`src/hw/rtl/rop_pkg.sv`:
```
// ----------------------------------------------------------------------------
// rop_pkg
// Shared types, codes and character constants of the inline option run parser.
// ----------------------------------------------------------------------------
package rop_pkg;

    // Highest byte offset reported; the counter is 8 bits wide
    localparam int MAX_RUN_OFFSET = 255;
    localparam int POS_CAP_INT    = (MAX_RUN_OFFSET < 255) ? MAX_RUN_OFFSET : 255;
    localparam logic [7:0] POS_CAP = 8'(POS_CAP_INT);

    // Item kinds
    typedef enum logic [1:0] {
        KIND_START = 2'd0,
        KIND_BYTE  = 2'd1,
        KIND_END   = 2'd2,
        KIND_NOP   = 2'd3
    } kind_e_t;

    // Result status codes
    typedef enum logic [3:0] {
        ST_SCAN       = 4'd0,
        ST_BARE       = 4'd1,
        ST_SCOPED     = 4'd2,
        ST_TRUNC      = 4'd3,
        ST_BAD_HYPHEN = 4'd4,
        ST_M_MODULE   = 4'd5,
        ST_J_REFUSED  = 4'd6,
        ST_UNRECOG    = 4'd7,
        ST_IDLE       = 4'd8
    } status_e_t;

    // Flag bit positions in the masks
    localparam int B_I = 0;
    localparam int B_S = 1;
    localparam int B_U = 2;
    localparam int B_N = 3;
    localparam int B_M = 4;
    localparam int B_X = 5;

    // Characters of the option grammar
    localparam logic [7:0] CH_CARET  = 8'h5E;
    localparam logic [7:0] CH_HYPHEN = 8'h2D;
    localparam logic [7:0] CH_RPAREN = 8'h29;
    localparam logic [7:0] CH_COLON  = 8'h3A;
    localparam logic [7:0] CH_LC_X   = 8'h78;
    localparam logic [7:0] CH_LC_A   = 8'h61;
    localparam logic [7:0] CH_LC_I   = 8'h69;
    localparam logic [7:0] CH_LC_S   = 8'h73;
    localparam logic [7:0] CH_UC_U   = 8'h55;
    localparam logic [7:0] CH_LC_N   = 8'h6E;
    localparam logic [7:0] CH_LC_M   = 8'h6D;
    localparam logic [7:0] CH_UC_J   = 8'h4A;
    localparam logic [7:0] CH_LC_R   = 8'h72;
    localparam logic [7:0] CH_UC_D   = 8'h44;
    localparam logic [7:0] CH_UC_P   = 8'h50;
    localparam logic [7:0] CH_UC_S   = 8'h53;
    localparam logic [7:0] CH_UC_T   = 8'h54;
    localparam logic [7:0] CH_UC_W   = 8'h57;

    // One input item as held in the input register
    typedef struct packed {
        logic [1:0] kind;
        logic [7:0] byte_in;
        logic       cur_caseless;
        logic       cur_dotall;
        logic       cur_ungreedy;
        logic       cur_nocap;
        logic       cur_multiline;
        logic [1:0] cur_xlevel;
    } rop_item_t;

    // One result item
    typedef struct packed {
        status_e_t  status;
        logic       new_caseless;
        logic       new_dotall;
        logic       new_ungreedy;
        logic       new_nocap;
        logic       new_multiline;
        logic [1:0] new_xlevel;
        logic [7:0] byte_position;
    } rop_result_t;

    // Parser state carried from byte to byte
    typedef struct packed {
        logic       run_active;
        logic       seen_caret;
        logic       seen_hyphen;
        logic       after_a_letter;
        logic       previous_was_x;
        logic [4:0] set_mask;
        logic [5:0] unset_mask;
        logic [1:0] x_level_touch;
        logic       x_level_touched;
        logic [6:0] enclosing_flags;
        logic [7:0] position_count;
    } rop_state_t;

endpackage

```
`src/hw/rtl/rop_ifs.sv`:
```
// ----------------------------------------------------------------------------
// rop_ifs
// Valid/ready channels of the inline option run parser.
// ----------------------------------------------------------------------------
interface rop_item_if;
    logic       valid;
    logic       ready;
    logic [1:0] kind;
    logic [7:0] byte_in;
    logic       cur_caseless;
    logic       cur_dotall;
    logic       cur_ungreedy;
    logic       cur_nocap;
    logic       cur_multiline;
    logic [1:0] cur_xlevel;

    modport source (output valid, kind, byte_in, cur_caseless, cur_dotall, cur_ungreedy,
                    cur_nocap, cur_multiline, cur_xlevel, input ready);
    modport sink   (input valid, kind, byte_in, cur_caseless, cur_dotall, cur_ungreedy,
                    cur_nocap, cur_multiline, cur_xlevel, output ready);
endinterface

interface rop_result_if;
    logic       valid;
    logic       ready;
    logic [3:0] status;
    logic       new_caseless;
    logic       new_dotall;
    logic       new_ungreedy;
    logic       new_nocap;
    logic       new_multiline;
    logic [1:0] new_xlevel;
    logic [7:0] byte_position;

    modport source (output valid, status, new_caseless, new_dotall, new_ungreedy,
                    new_nocap, new_multiline, new_xlevel, byte_position, input ready);
    modport sink   (input valid, status, new_caseless, new_dotall, new_ungreedy,
                    new_nocap, new_multiline, new_xlevel, byte_position, output ready);
endinterface

interface rop_cfg_if;
    logic valid;
    logic ready;
    logic multiline_module_enabled;

    modport source (output valid, multiline_module_enabled, input ready);
    modport sink   (input valid, multiline_module_enabled, output ready);
endinterface

```
`src/hw/rtl/rop_in_stage.sv`:
```
// ----------------------------------------------------------------------------
// rop_in_stage
// Input register: captures one transaction and holds it until the core takes it.
// ----------------------------------------------------------------------------
module rop_in_stage
    import rop_pkg::*;
(
    input  logic        clk,
    input  logic        rst_n,
    rop_item_if.sink    item,
    input  logic        adv,
    output logic        stg_valid,
    output rop_item_t   stg_item
);

    logic      valid_reg;
    logic      valid_next;
    rop_item_t item_reg;
    logic      take;

    // Free slot or the held item leaves this cycle
    assign item.ready = !valid_reg || adv;
    assign take       = item.valid && item.ready;

    always_comb
    begin
        valid_next = valid_reg;
        if (take)
        begin
            valid_next = 1'b1;
        end
        else if (adv)
        begin
            valid_next = 1'b0;
        end
    end

    always_ff @(posedge clk or negedge rst_n)
    begin
        if (!rst_n)
        begin
            valid_reg <= 1'b0;
        end
        else
        begin
            valid_reg <= valid_next;
        end
    end

    // Payload, no reset
    always_ff @(posedge clk)
    begin
        if (take)
        begin
            item_reg.kind          <= item.kind;
            item_reg.byte_in       <= item.byte_in;
            item_reg.cur_caseless  <= item.cur_caseless;
            item_reg.cur_dotall    <= item.cur_dotall;
            item_reg.cur_ungreedy  <= item.cur_ungreedy;
            item_reg.cur_nocap     <= item.cur_nocap;
            item_reg.cur_multiline <= item.cur_multiline;
            item_reg.cur_xlevel    <= item.cur_xlevel;
        end
    end

    assign stg_valid = valid_reg;
    assign stg_item  = item_reg;

endmodule

```
`src/hw/rtl/rop_core.sv`:
```
// ----------------------------------------------------------------------------
// rop_core
// Parser state, module-enable register and the per-item update logic.
// ----------------------------------------------------------------------------
module rop_core
    import rop_pkg::*;
(
    input  logic        clk,
    input  logic        rst_n,
    rop_cfg_if.sink     cfg,
    input  logic        step,
    input  rop_item_t   item_d,
    output rop_result_t res
);

    rop_state_t st_reg;
    rop_state_t st_next;
    logic       mm_en_reg;
    logic       mm_en_next;

    logic [7:0] c;
    logic       first;
    logic       is_sub;
    logic       is_flag;
    logic [4:0] letter_bit;
    status_e_t  bst;
    logic [4:0] f;
    logic [1:0] xl;
    kind_e_t    kind;

    // Configuration register, always ready
    assign cfg.ready = 1'b1;

    always_comb
    begin
        mm_en_next = mm_en_reg;
        if (cfg.valid)
        begin
            mm_en_next = cfg.multiline_module_enabled;
        end
    end

    // Letter decode
    always_comb
    begin
        c       = item_d.byte_in;
        is_sub  = (c == CH_UC_D) || (c == CH_UC_P) || (c == CH_UC_S) ||
                  (c == CH_UC_T) || (c == CH_UC_W);
        is_flag = 1'b1;
        letter_bit = '0;
        priority if (c == CH_LC_I)
        begin
            letter_bit[B_I] = 1'b1;
        end
        else if (c == CH_LC_S)
        begin
            letter_bit[B_S] = 1'b1;
        end
        else if (c == CH_UC_U)
        begin
            letter_bit[B_U] = 1'b1;
        end
        else if (c == CH_LC_N)
        begin
            letter_bit[B_N] = 1'b1;
        end
        else if (c == CH_LC_M)
        begin
            letter_bit[B_M] = 1'b1;
        end
        else
        begin
            is_flag = 1'b0;
        end
    end

    // Flags on a terminator: caret clears all but U, sets apply, unsets win
    always_comb
    begin
        f  = st_reg.enclosing_flags[4:0];
        xl = (st_reg.enclosing_flags[6:5] == 2'd3) ? 2'd2 : st_reg.enclosing_flags[6:5];
        if (st_reg.seen_caret)
        begin
            f  = f & (5'd1 << B_U);
            xl = 2'd0;
        end
        f = f | st_reg.set_mask;
        if (st_reg.x_level_touched)
        begin
            xl = st_reg.x_level_touch;
        end
        f = f & ~st_reg.unset_mask[4:0];
        if (st_reg.unset_mask[B_X])
        begin
            xl = 2'd0;
        end
    end

    // Byte grammar
    always_comb
    begin
        st_next = st_reg;
        first   = (st_reg.position_count == 8'd0);
        bst     = ST_SCAN;
        kind    = kind_e_t'(item_d.kind);

        res               = '0;
        res.status        = ST_IDLE;

        priority if (kind == KIND_START)
        begin
            st_next                 = '0;
            st_next.run_active      = 1'b1;
            st_next.enclosing_flags = {item_d.cur_xlevel, item_d.cur_multiline,
                                       item_d.cur_nocap, item_d.cur_ungreedy,
                                       item_d.cur_dotall, item_d.cur_caseless};
            res.status              = ST_SCAN;
        end
        else if (!st_reg.run_active)
        begin
            res.status = ST_IDLE;
        end
        else if (kind == KIND_NOP)
        begin
            res.status = ST_SCAN;
        end
        else if (kind == KIND_END)
        begin
            res.byte_position  = st_reg.position_count;
            res.status         = ST_TRUNC;
            st_next.run_active = 1'b0;
        end
        else
        begin
            res.byte_position      = st_reg.position_count;
            st_next.previous_was_x = (c == CH_LC_X);
            st_next.after_a_letter = 1'b0;

            priority if (st_reg.after_a_letter && is_sub)
            begin
                bst = ST_SCAN;
            end
            else if (c == CH_RPAREN)
            begin
                bst = ST_BARE;
            end
            else if (c == CH_COLON)
            begin
                bst = ST_SCOPED;
            end
            else if (c == CH_CARET)
            begin
                if (!first)
                begin
                    bst = ST_UNRECOG;
                end
                else
                begin
                    st_next.seen_caret = 1'b1;
                end
            end
            else if (c == CH_HYPHEN)
            begin
                if (st_reg.seen_caret || st_reg.seen_hyphen)
                begin
                    bst = ST_BAD_HYPHEN;
                end
                else
                begin
                    st_next.seen_hyphen = 1'b1;
                end
            end
            else if (is_flag)
            begin
                if (letter_bit[B_M] && !st_reg.seen_hyphen && !mm_en_reg)
                begin
                    bst = ST_M_MODULE;
                end
                else if (st_reg.seen_hyphen)
                begin
                    st_next.unset_mask = st_reg.unset_mask | {1'b0, letter_bit};
                end
                else
                begin
                    st_next.set_mask = st_reg.set_mask | letter_bit;
                end
            end
            else if (c == CH_LC_X)
            begin
                if (st_reg.seen_hyphen)
                begin
                    st_next.unset_mask[B_X] = 1'b1;
                end
                else
                begin
                    st_next.x_level_touch   = st_reg.previous_was_x ? 2'd2 : 2'd1;
                    st_next.x_level_touched = 1'b1;
                end
            end
            else if (c == CH_UC_J)
            begin
                if (!st_reg.seen_hyphen)
                begin
                    bst = ST_J_REFUSED;
                end
            end
            else if (c == CH_LC_R)
            begin
                bst = ST_SCAN;
            end
            else if (c == CH_LC_A)
            begin
                st_next.after_a_letter = 1'b1;
            end
            else
            begin
                bst = ST_UNRECOG;
            end

            // Offset counter saturates at the cap
            if (st_reg.position_count < POS_CAP)
            begin
                st_next.position_count = st_reg.position_count + 8'd1;
            end

            res.status = bst;
            if (bst != ST_SCAN)
            begin
                st_next.run_active = 1'b0;
            end
            if ((bst == ST_BARE) || (bst == ST_SCOPED))
            begin
                res.new_caseless  = f[B_I];
                res.new_dotall    = f[B_S];
                res.new_ungreedy  = f[B_U];
                res.new_nocap     = f[B_N];
                res.new_multiline = f[B_M];
                res.new_xlevel    = xl;
            end
        end
    end

    always_ff @(posedge clk or negedge rst_n)
    begin
        if (!rst_n)
        begin
            st_reg    <= '0;
            mm_en_reg <= 1'b1;
        end
        else
        begin
            mm_en_reg <= mm_en_next;
            if (step)
            begin
                st_reg <= st_next;
            end
        end
    end

endmodule

```
`src/hw/rtl/rop_out_stage.sv`:
```
// ----------------------------------------------------------------------------
// rop_out_stage
// Result register: holds one result transaction until the sink takes it.
// ----------------------------------------------------------------------------
module rop_out_stage
    import rop_pkg::*;
(
    input  logic        clk,
    input  logic        rst_n,
    input  logic        load,
    input  rop_result_t res_d,
    output logic        room,
    rop_result_if.source result
);

    logic        valid_reg;
    logic        valid_next;
    rop_result_t res_reg;

    // Slot free now or drained this cycle
    assign room = !valid_reg || result.ready;

    always_comb
    begin
        valid_next = valid_reg;
        if (load)
        begin
            valid_next = 1'b1;
        end
        else if (result.ready)
        begin
            valid_next = 1'b0;
        end
    end

    always_ff @(posedge clk or negedge rst_n)
    begin
        if (!rst_n)
        begin
            valid_reg <= 1'b0;
        end
        else
        begin
            valid_reg <= valid_next;
        end
    end

    always_ff @(posedge clk)
    begin
        if (load)
        begin
            res_reg <= res_d;
        end
    end

    assign result.valid         = valid_reg;
    assign result.status        = res_reg.status;
    assign result.new_caseless  = res_reg.new_caseless;
    assign result.new_dotall    = res_reg.new_dotall;
    assign result.new_ungreedy  = res_reg.new_ungreedy;
    assign result.new_nocap     = res_reg.new_nocap;
    assign result.new_multiline = res_reg.new_multiline;
    assign result.new_xlevel    = res_reg.new_xlevel;
    assign result.byte_position = res_reg.byte_position;

endmodule

```
`src/hw/rtl/regex_inline_option_run_parser_top.sv`:
```
// ----------------------------------------------------------------------------
// regex_inline_option_run_parser_top
// Inline option run parser: checks the option letters of a "(?" group byte by
// byte and reports the resulting modifier flags or the first error.
// ----------------------------------------------------------------------------
// The parser takes one transaction per clock while the result side is not
// stalled and returns exactly one result transaction for each. An accepted
// item passes from the input register to the result register; the grammar
// and flag logic update the parser state and load the result register at the
// same edge, so a sustained rate of one item per cycle holds. item.ready
// follows result.ready combinationally: it drops only while both the input
// and result registers hold work and the result is not taken. The one
// configuration register is written at any cycle and should change only
// while no run is in flight.
module regex_inline_option_run_parser_top
    import rop_pkg::*;
(
    input  logic          clk,
    input  logic          rst_n,
    rop_item_if.sink      item,
    rop_result_if.source  result,
    rop_cfg_if.sink       cfg
);

    logic        stg_valid;
    rop_item_t   stg_item;
    logic        room;
    logic        adv;
    rop_result_t core_res;

    // Item moves into the result register when there is room
    assign adv = stg_valid && room;

    rop_in_stage u_in_stage (
        .clk       (clk),
        .rst_n     (rst_n),
        .item      (item),
        .adv       (adv),
        .stg_valid (stg_valid),
        .stg_item  (stg_item)
    );

    rop_core u_core (
        .clk    (clk),
        .rst_n  (rst_n),
        .cfg    (cfg),
        .step   (adv),
        .item_d (stg_item),
        .res    (core_res)
    );

    rop_out_stage u_out_stage (
        .clk    (clk),
        .rst_n  (rst_n),
        .load   (adv),
        .res_d  (core_res),
        .room   (room),
        .result (result)
    );

endmodule

```
`src/flat_wrapper.sv`:
```
// flat-port wrapper written by rule: the top's interface ports become plain ports
module regex_inline_option_run_parser_top_flat import rop_pkg::*;
  (clk, rst_n, item_valid, item_kind, item_byte_in, item_cur_caseless, item_cur_dotall, item_cur_ungreedy, item_cur_nocap, item_cur_multiline, item_cur_xlevel, item_ready, result_valid, result_status, result_new_caseless, result_new_dotall, result_new_ungreedy, result_new_nocap, result_new_multiline, result_new_xlevel, result_byte_position, result_ready, cfg_valid, cfg_multiline_module_enabled, cfg_ready);
  rop_item_if item_i ();
  rop_result_if result_i ();
  rop_cfg_if cfg_i ();
  input  logic clk;
  input  logic rst_n;
  input wire logic [$bits(item_i.valid)-1:0] item_valid;
  input wire logic [$bits(item_i.kind)-1:0] item_kind;
  input wire logic [$bits(item_i.byte_in)-1:0] item_byte_in;
  input wire logic [$bits(item_i.cur_caseless)-1:0] item_cur_caseless;
  input wire logic [$bits(item_i.cur_dotall)-1:0] item_cur_dotall;
  input wire logic [$bits(item_i.cur_ungreedy)-1:0] item_cur_ungreedy;
  input wire logic [$bits(item_i.cur_nocap)-1:0] item_cur_nocap;
  input wire logic [$bits(item_i.cur_multiline)-1:0] item_cur_multiline;
  input wire logic [$bits(item_i.cur_xlevel)-1:0] item_cur_xlevel;
  output wire logic [$bits(item_i.ready)-1:0] item_ready;
  output wire logic [$bits(result_i.valid)-1:0] result_valid;
  output wire logic [$bits(result_i.status)-1:0] result_status;
  output wire logic [$bits(result_i.new_caseless)-1:0] result_new_caseless;
  output wire logic [$bits(result_i.new_dotall)-1:0] result_new_dotall;
  output wire logic [$bits(result_i.new_ungreedy)-1:0] result_new_ungreedy;
  output wire logic [$bits(result_i.new_nocap)-1:0] result_new_nocap;
  output wire logic [$bits(result_i.new_multiline)-1:0] result_new_multiline;
  output wire logic [$bits(result_i.new_xlevel)-1:0] result_new_xlevel;
  output wire logic [$bits(result_i.byte_position)-1:0] result_byte_position;
  input wire logic [$bits(result_i.ready)-1:0] result_ready;
  input wire logic [$bits(cfg_i.valid)-1:0] cfg_valid;
  input wire logic [$bits(cfg_i.multiline_module_enabled)-1:0] cfg_multiline_module_enabled;
  output wire logic [$bits(cfg_i.ready)-1:0] cfg_ready;
  assign item_i.valid = item_valid;
  assign item_i.kind = item_kind;
  assign item_i.byte_in = item_byte_in;
  assign item_i.cur_caseless = item_cur_caseless;
  assign item_i.cur_dotall = item_cur_dotall;
  assign item_i.cur_ungreedy = item_cur_ungreedy;
  assign item_i.cur_nocap = item_cur_nocap;
  assign item_i.cur_multiline = item_cur_multiline;
  assign item_i.cur_xlevel = item_cur_xlevel;
  assign item_ready = item_i.ready;
  assign result_valid = result_i.valid;
  assign result_status = result_i.status;
  assign result_new_caseless = result_i.new_caseless;
  assign result_new_dotall = result_i.new_dotall;
  assign result_new_ungreedy = result_i.new_ungreedy;
  assign result_new_nocap = result_i.new_nocap;
  assign result_new_multiline = result_i.new_multiline;
  assign result_new_xlevel = result_i.new_xlevel;
  assign result_byte_position = result_i.byte_position;
  assign result_i.ready = result_ready;
  assign cfg_i.valid = cfg_valid;
  assign cfg_i.multiline_module_enabled = cfg_multiline_module_enabled;
  assign cfg_ready = cfg_i.ready;
  regex_inline_option_run_parser_top u_core (.clk(clk), .rst_n(rst_n), .item(item_i), .result(result_i), .cfg(cfg_i));
endmodule
```
`config.mk`:
```
export PLATFORM = sky130hd
export DESIGN_NAME = regex_inline_option_run_parser_top_flat
export DESIGN_NICKNAME = d
export VERILOG_FILES = /design/src/hw/rtl/rop_pkg.sv /design/src/hw/rtl/rop_ifs.sv /design/src/hw/rtl/rop_in_stage.sv /design/src/hw/rtl/rop_core.sv /design/src/hw/rtl/rop_out_stage.sv /design/src/hw/rtl/regex_inline_option_run_parser_top.sv /design/src/flat_wrapper.sv
export SDC_FILE = /design/constraint.sdc
export NUM_CORES = 1
export LEC_CHECK = 0
export BUFFER_PORTS_ARGS = -buffer_cell sky130_fd_sc_hd__buf_2
export CORE_AREA = 2 2 76 114
export CTS_BUF_LIST = sky130_fd_sc_hd__clkbuf_4 sky130_fd_sc_hd__clkbuf_8 sky130_fd_sc_hd__clkbuf_16
export DETAILED_ROUTE_END_ITERATION = 12
export DIE_AREA = 0 0 78 116
export PLACE_DENSITY = 0.7
export SETUP_SLACK_MARGIN = 0.5
export SLEW_MARGIN = 15
export SYNTH_ARGS = -nofsm -noshare
export SYNTH_HDL_FRONTEND = slang
export SYNTH_SLANG_ARGS = --single-unit
```
`constraint.sdc`:
```
create_clock -name clk -period 2.1 [get_ports clk]
set_input_delay 0.315 -clock clk [delete_from_list [all_inputs] [get_ports clk]]
set_output_delay 0.315 -clock clk [all_outputs]
set_load 0.1 [all_outputs]
```
==> reports/metrics.csv, run 1 <==
stage,metric,value,unit
synthesis,Synth area leaders,"edfxtp_1 31%, dfrtp_1 26%, nor2_1 4.3%",
floorplanning,DIE HEIGHT,116,µm
worst_hold_path,hold path depth,1,
place,post-detailed-placement half-perimeter wirelength,6320,µm
critical_path,"setup slack, reg-to-reg",-0.33,ns
timing,final hold viol count,0,
drt,WL/cell,17.0,µm
place,Port Buffers,43,
synthesis,post-synth cell types,62,
pwr,combinational share of power,26.6,%
timing,Tcrit/Tclk final,116,%
synthesis,Syn Inst Count,315,
critical_path,Critical Path RT,2.19,ns
critical_path,CP Capture Type,flip-flop,
pwr,Leak,2.28,nW
synthesis,top-count cell post-synth,nor2_1,
timing,Slew headroom,63.2,%
drt,Vias,3077,
flow_run,Max Cap Viol,0,
global_routing,initial antenna violation count,0,
clock_tree,Worst-Skew Late Latency,0.34,ns
clock_tree,CTS tree,yes,
worst_hold_path,Hold EP,u_core.u_in_stage.stg_item[6],
final_layout,layout cells sized above 1,54.2,%
final_layout,max reg flops,34,
pwr,Flop pwr share,40.9,%
synthesis,post-synthesis simple-gate area fraction,21.0,%
critical_path,crit path DAT,2.52,ns
floorplanning,Core ar.,8010,µm²
status,status,"finished, violations left",
pwr,Net Sw Frac,32.9,%
synthesis,xor and xnor area share after synthesis,0,%
global_routing,vias in the first global route,3167,
timing,fmax,412,MHz
timing,crit path time final,2.43,ns
status,failing checks,setup timing,
floorplanning,Initial Util,44.1,%
synthesis,"Cell Area, Synth",3530,µm²
final_layout,Final #Nets,482,
floorplanning,die area,9050,µm²
place,Post-DP Area,4360,µm²
drt,DRT antenna net count,0,
timing,final setup vio count,18,
drt,Remaining DRCs,0,
global_routing,global-route wire length before repair,14700,µm
synthesis,biggest area consumer among synthesized cells,edfxtp_1,
synthesis,Synth Area in Compound Gates,13.3,%
synthesis,warnings from Yosys,0,
synthesis,Mapped Nets,343,
synthesis,top cell type's share of synthesized area,30.6,%
pwr,Cell Int Power,0.00292,W
clock_tree,CTS H-tree depth,3,
worst_hold_path,Worst Min Path Start,item_cur_caseless,
synthesis,Syn Area/Cell,11.2,µm²
clock_tree,CTS buffer count,9,
synthesis,largest family of logic cells by synthesized area,simple AND/OR/NAND/NOR gates,
place,routability cong.,0.910,
critical_path,r2r endpoint,u_core.u_out_stage.result.new_dotall,
timing,Setup WS post-layout,-0.328,ns
global_routing,grt ovf,0,
clock_tree,"CTS clk-pin slew, worst paths",0.06,ns
critical_path,kind of critical path,reg -> reg,
global_routing,largest net degree at the start of global routing,29,
timing,hold_ws,0.145,ns
floorplanning,Die X,78,µm
synthesis,"EDFF count, synth",36,
critical_path,Reg2Reg Depth,9,
clock_tree,Root Buffer,clkbuf_16,
synthesis,#FFs+latches synth,73,
drt,drt first-iter violations,187,
clock_tree,Clock Path Buffers,2,
pwr,VDD IR-drop max,489,µV
pwr,Pwr per Cell Area,805,nW/µm²
final_layout,Final Cell Area,5410,µm²
final_layout,# diodes,0,
global_routing,total track usage,21.6,%
synthesis,proportion of synthesized area in mux cells,3.76,%
critical_path,CP Max Fanout,6,
final_layout,# fillers,562,
synthesis,most frequent cells after synthesis,"40 x nor2_1, 36 x dfrtp_1, 36 x edfxtp_1",
timing,Worst Max-Slew Pin Slew,0.545,ns
synthesis,post-synthesis adder-cell area fraction,1.77,%
critical_path,crit path launch type,flip-flop,
synthesis,Post-synth top flop,edfxtp_1,
drt,WL final,9600,µm
synthesis,"FFs w/ async S/R, synth",50.7,%
drt,Vias/cell,5.46,
floorplanning,number of core rows,40,
timing,RSZ-0062 raised after global routing,yes,
timing,clk_skew,0.00619,ns
drt,drt pass-1 iters,4,
critical_path,reg2reg start,u_core.u_in_stage.stg_item[12],
clock_tree,TritonCTS Sinks,73,
pwr,switching power,0.00144,W
floorplanning,# IOs,45,
timing,Final Slew Violations,0,
pwr,Clk pwr share,32.5,%
final_layout,Area growth syn-to-layout,53.4,%
worst_hold_path,Hold Path Class,in -> reg,
synthesis,register area share after synthesis,56.9,%
## critical path: stages, from the launching register on
cell,delay [ns]
edfxtp_1,0.44
buf_4,0.20
nor3b_2,0.22
a2bb2oi_2,0.11
o211ai_4,0.22
a211oi_2,0.07
a311o_1,0.43
o211ai_1,0.24
buf_4,0.20
nor3_1,0.06
## routing by layer
metal	part of all wire (%)	track usage [%]	up-vias	routed length, µm
met5	0	0	-	0
met4	4.2	12.0	0	399
met3	4.3	5.53	36	409
met2	56	41.3	106	5420
met1	35	20.7	1494	3370
li1	-	-	1441	-
## layout by cell type (no fill, tap or decap), types with 3 or more instances in the layout
master     count
o21a_1         7
and3_4         3
nand2_1       13
nand2b_1       3
edfxtp_1      36
nand3_1        3
nand2b_4       4
clkbuf_16      9
inv_1          8
and4_1         3
mux2_2         8
o31ai_4        4
nand2_2        5
and3_1         3
nor3_2         3
and2_4         7
nor2_4         4
buf_4         73
buf_12         4
nor4_1         3
buf_6         18
o21ai_1        7
nor2_1        31
nor3_1         8
dfrtp_1       35
buf_2         41
nand4_1        5
nand3_4        5
nor2_2         5
o21ai_2        6
a21oi_1       17
## cell families after synthesis
group | count (synthesis)
compound gates | 66
fa+ha+maj | 5
buf+inv | 23
flops | 73
mux | 12
other cells | 1
simple gates | 135
## stage by stage
step	utilization, %	total power, W	cells	worst slack [ns]	TNS, ns
floorplan	-	0.00241	315	-0.120	-2.71
CTS	62.9	0.00427	550	-0.260	-2.25
global placement	54.5	0.00270	513	-0.239	-2.40
finish	67.6	0.00436	564	-0.328	-2.68
detailed placement	54.5	0.00273	513	-0.289	-2.81
global route	67.6	0.00452	564	-0.408	-4.97
## power groups by stage
| stage | logic [W] | registers, W | clock network (W) |
|---|---|---|---|
| 6_report | 0.00116 | 0.00178 | 0.00142 |
| 5_1_grt | 0.00123 | 0.00180 | 0.00149 |
| 4_1_cts | 0.00105 | 0.00177 | 0.00144 |
| 3_5_place_dp | 0.000928 | 0.00180 | 0 |
| 3_3_place_gp | 0.000910 | 0.00179 | 0 |
| 2_1_floorplan | 0.000388 | 0.00202 | 0 |
## repair_timing
item	4_1_cts	5_1_grt
setup endpoints to repair	53	46
pin swaps	13	30
resized for setup	63	58
endpoints found under the hold margin	8	0
setup buffers	20	14
hold buffers	1	0
## worst max-delay path by stage
stage / from / to / slack [ns]
floorplan: u_core.u_out_stage.result.valid / u_core.u_in_stage.stg_item[0] / -0.12
global placement: u_core.u_in_stage.stg_item[12] / u_core.u_out_stage.result.new_nocap / -0.24
detailed placement: u_core.u_in_stage.stg_item[10] / u_core.u_out_stage.result.new_multiline / -0.29
CTS: u_core.u_in_stage.stg_item[11] / u_core.u_out_stage.result.new_multiline / -0.26
global route: u_core.u_in_stage.stg_item[12] / u_core.u_out_stage.result.new_multiline / -0.41
finish: u_core.u_in_stage.stg_item[12] / u_core.u_out_stage.result.new_dotall / -0.33
## final cells by class
cell class                 count  area [µm²]  area share [%]
timing repair buffer         138        1050            19.5
tap                          105         131            2.43
multi-input combinational    219        1870            34.6
clock inverter                 6        43.8           0.809
clock buffer                  10         233            4.30
sequential                    73        2010            37.2
inverter                      13        67.6            1.25
(Power assumes the default switching activity.)
==> run 2: changes to the inputs <==
--- a/config.mk
+++ b/config.mk
@@ -5,12 +5,13 @@
 export SDC_FILE = /design/constraint.sdc
 export NUM_CORES = 1
 export LEC_CHECK = 0
+export ABC_AREA = 1
 export BUFFER_PORTS_ARGS = -buffer_cell sky130_fd_sc_hd__buf_2
-export CORE_AREA = 2 2 76 114
+export CORE_AREA = 2 2 91 93
 export CTS_BUF_LIST = sky130_fd_sc_hd__clkbuf_4 sky130_fd_sc_hd__clkbuf_8 sky130_fd_sc_hd__clkbuf_16
 export DETAILED_ROUTE_END_ITERATION = 12
-export DIE_AREA = 0 0 78 116
-export PLACE_DENSITY = 0.7
+export DIE_AREA = 0 0 93 95
+export PLACE_DENSITY = 0.71
 export SETUP_SLACK_MARGIN = 0.5
 export SLEW_MARGIN = 15
 export SYNTH_ARGS = -nofsm -noshare
==> constraint.sdc (replaced) <==
create_clock -name clk -period 2.07 [get_ports clk]
set_input_delay 0.3105 -clock clk [delete_from_list [all_inputs] [get_ports clk]]
set_output_delay 0.3105 -clock clk [all_outputs]
set_load 0.1 [all_outputs]
==> reports/metrics.csv, run 2 <==
stage,metric,value,unit,change
timing,crit path time final,2.01,ns,was 2.43 ns
critical_path,crit path launch type,flip-flop,,unchanged
final_layout,max reg flops,34,,unchanged
critical_path,Critical Path RT,2.34,ns,was 2.19 ns
synthesis,Syn Area/Cell,9.78,µm²,was 11.2 µm²
worst_hold_path,Hold Path Class,in -> reg,,unchanged
clock_tree,"CTS clk-pin slew, worst paths",0.08,ns,was 0.06 ns
drt,WL final,8960,µm,was 9600 µm
synthesis,top-count cell post-synth,nand2_1,,was nor2_1
timing,Setup WS post-layout,0.0579,ns,was -0.328 ns
place,routability cong.,0.928,,was 0.910
critical_path,crit-path max cell delay,0.43,ns,was 0.44 ns
place,Setup WS pre-CTS,0.120,ns,was -0.289 ns
synthesis,top cell type's share of synthesized area,31.4,%,was 30.6%
timing,final hold viol count,0,,unchanged
timing,Final Slew Violations,0,,unchanged
pwr,Cell Int Power,0.00315,W,was 0.00292 W
synthesis,Syn Inst Count,352,,was 315
global_routing,global-route wire length before repair,12800,µm,was 14700 µm
synthesis,warnings from Yosys,0,,unchanged
pwr,total power,0.00501,W,was 0.00436 W
floorplanning,Die X,93,µm,was 78 µm
critical_path,largest delay contributor family on the critical path,simple AND/OR/NAND/NOR gates,,was compound AO/OA/AOI/OAI gates
clock_tree,TritonCTS Sinks,73,,unchanged
drt,Vias,2990,,was 3077
timing,final setup vio count,0,,was 18
floorplanning,number of core rows,33,,was 40
drt,met2 routed WL,4650,µm,was 5420 µm
critical_path,kind of critical path,reg -> reg,,unchanged
pwr,Pwr per Cell Area,995,nW/µm²,was 805 nW/µm²
pwr,switching power,0.00186,W,was 0.00144 W
final_layout,Final #Nets,490,,was 482
critical_path,CP Capture Type,flip-flop,,unchanged
floorplanning,Core ar.,7930,µm²,was 8010 µm²
synthesis,Post-synth top flop,edfxtp_1,,unchanged
clock_tree,Worst-Skew Late Latency,0.36,ns,was 0.34 ns
drt,metal3 WL,455,µm,was 409 µm
floorplanning,Initial Util,43.4,%,was 44.1%
pwr,Net Sw Frac,37.1,%,was 32.9%
clock_tree,Root Buffer,clkbuf_8,,was clkbuf_16
pwr,VDD IR-drop max,508,µV,was 489 µV
synthesis,register area share after synthesis,58.3,%,was 56.9%
status,status,finished clean,,"was finished, violations left"
final_layout,area of the multi-input gates,1700,µm²,was 1870 µm²
drt,Met1 Wirelength,3640,µm,was 3370 µm
clock_tree,CTS buffer count,9,,unchanged
global_routing,vias in the first global route,2763,,was 3167
synthesis,Mapped Nets,380,,was 343
synthesis,most frequent cells after synthesis,"55 x nand2_1, 46 x nor2_1, 45 x inv_1",,"was 40 x nor2_1, 36 x dfrtp_1, 36 x edfxtp_1"
synthesis,#FFs+latches synth,73,,unchanged
drt,Remaining DRCs,0,,unchanged
pwr,Flop pwr share,40.7,%,was 40.9%
critical_path,CP cell instances,inv_2 > ha_4 > nor2_4 > nor2_2 > inv_2 > nor3_4 > nand2_2 > nor2_2 > inv_1 > o21ai_1 > o21ai_0 > a31oi_1,,was buf_4 > nor3b_2 > a2bb2oi_2 > o211ai_4 > a211oi_2 > a311o_1 > o211ai_1 > buf_4 > nor3_1
synthesis,post-synth cell types,37,,was 62
timing,RSZ-0062 raised after global routing,yes,,unchanged
final_layout,layout cells sized above 1,51.6,%,was 54.2%
synthesis,"FFs w/ async S/R, synth",50.7,%,unchanged
global_routing,initial antenna violation count,0,,unchanged
final_layout,register area,2010,µm²,unchanged
timing,hold_ws,0.128,ns,was 0.145 ns
drt,WL/cell,15.7,µm,was 17.0 µm
place,Port Buffers,43,,unchanged
clock_tree,CTS tree,yes,,unchanged
global_routing,largest net degree at the start of global routing,21,,was 29
final_layout,# fillers,585,,was 562
synthesis,"Cell Area, Synth",3440,µm²,was 3530 µm²
floorplanning,die area,8840,µm²,was 9050 µm²
global_routing,grt ovf,0,,unchanged
flow_run,Max Cap Viol,0,,unchanged
clock_tree,CTS H-tree depth,3,,unchanged
drt,Vias/cell,5.23,,was 5.46
timing,Tcrit/Tclk final,97.2,%,was 116%
critical_path,CP Max Fanout,3,,was 6
final_layout,"commonest non-fill, non-tap cell in the layout",buf_4,,unchanged
place,post-detailed-placement half-perimeter wirelength,5220,µm,was 6320 µm
critical_path,critical path buffer and inverter count,3,,was 2
final_layout,# diodes,0,,unchanged
critical_path,CP max-delay cell,edfxtp_1,,unchanged
drt,drt first-iter violations,196,,was 187
critical_path,crit path DAT,2.28,ns,was 2.52 ns
drt,top sig layer,met4,,unchanged
pwr,combinational share of power,32.1,%,was 26.6%
final_layout,post-layout util,63.5,%,was 67.6%
clock_tree,Clock Path Buffers,2,,unchanged
timing,fmax,497,MHz,was 412 MHz
final_layout,Area growth syn-to-layout,46.3,%,was 53.4%
timing,clk_skew,0.0116,ns,was 0.00619 ns
pwr,Clk pwr share,27.3,%,was 32.5%
drt,DRT antenna net count,0,,unchanged
drt,drt pass-1 iters,5,,was 4
final_layout,most frequent cells in the layout,"48 x buf_4, 41 x buf_2, 40 x nand2_1",,"was 73 x buf_4, 41 x buf_2, 36 x edfxtp_1"
synthesis,Synth area leaders,"edfxtp_1 31%, dfrtp_1 26%, nand2_1 6.0%",,"was edfxtp_1 31%, dfrtp_1 26%, nor2_1 4.3%"
floorplanning,DIE HEIGHT,95,µm,was 116 µm
pwr,Leak,2.23,nW,was 2.28 nW
synthesis,"EDFF count, synth",36,,unchanged
floorplanning,# IOs,45,,unchanged
global_routing,total track usage,19.0,%,was 21.6%
synthesis,biggest area consumer among synthesized cells,edfxtp_1,,unchanged
==> run 2: cell count changes after synthesis, sizes merged, moves of 4 or more <==
cell    delta
nand2     +44
inv       +38
nor2      +17
nand2b     -7
nand3      +7
and2       -6
and3       -6
mux2       -5
o31ai      -5
buf        -4
==> run 2: layout make-up <==
type / instances / share of cell area (%)
Clock inverter: 5 / 2.06
Sequential cell: 73 / 39.9
Timing Repair Buffer: 102 / 14.8
Tap cell: 105 / 2.61
Multi-Input combinational cell: 226 / 33.7
Clock buffer: 11 / 2.88
Inverter: 50 / 4.05
==> run 2: worst paths after layout <==
| kind | from | to | slack, ns | cells after the start |
|---|---|---|---|---|
| worst max-delay path | u_core.u_in_stage.stg_item[16] | u_core.u_core.st_reg[6] | 0.06 | 12 |
| worst min-delay path | item_cur_xlevel[0] | u_core.u_in_stage.stg_item[0] | 0.13 | 1 |
| worst max register to register | u_core.u_in_stage.stg_item[16] | u_core.u_core.st_reg[6] | 0.06 | 12 |
| worst min register to register | u_core.u_core.st_reg[29] | u_core.u_core.st_reg[16] | 0.45 | 1 |
| max in group asynchronous | rst_n | u_core.u_core.mm_en_reg | 1.07 | 3 |
| min in group asynchronous | rst_n | u_core.u_in_stage.stg_valid | 0.45 | 2 |
==> run 2: what timing repair did <==
| action | CTS | global route |
|---|---|---|
| setup endpoints to repair | 36 | 47 |
| endpoints found under the hold margin | 19 | 0 |
| resized for setup | 52 | 62 |
| setup buffers | 33 | 19 |
| hold buffers | 1 | 0 |
| cloned | 0 | 2 |
| pin swaps | 20 | 17 |
==> run 2: per-stage QoR <==
step | area (µm²) | TNS, ns | std cells
CTS | 4630 | 0 | 551
global route | 5040 | -0.0306 | 572
finish | 5040 | 0 | 572
global placement | 3940 | 0 | 501
detailed placement | 3940 | 0 | 501
floorplan | 3570 | 0 | 352
==> run 2: power groups by stage <==
stage	clock network, W	logic (W)	registers (W)
3_3_place_gp	0	0.00123	0.00204
2_1_floorplan	0	0.000591	0.00242
4_1_cts	0.00138	0.00137	0.00203
5_1_grt	0.00146	0.00172	0.00206
3_5_place_dp	0	0.00125	0.00205
6_report	0.00137	0.00161	0.00204
==> run 2: cell families after synthesis <==
family	after synthesis	share of synthesized area, %
AOI/OAI and AO/OA	50	8.68
adders and majority gates	5	1.82
buffers and inverters	54	6.18
DFF	73	58.3
muxes	5	1.64
other	1	0.109
and+or+nand+nor	164	23.3
==> run 2: worst register-to-register path: stages, from the launching register on <==
cell,delay (ns)
edfxtp_1,0.43
inv_2,0.11
ha_4,0.16
nor2_4,0.04
nor2_2,0.11
inv_2,0.07
nor3_4,0.15
nand2_2,0.13
nor2_2,0.17
inv_1,0.08
o21ai_1,0.16
o21ai_0,0.16
a31oi_1,0.17
==> run 2: per-layer routing <==
layer  track usage, %  up-vias
met2             33.6      109
li1                 -     1391
met4             7.23        0
met1             22.3     1466
met3             4.87       24
met5                0        -
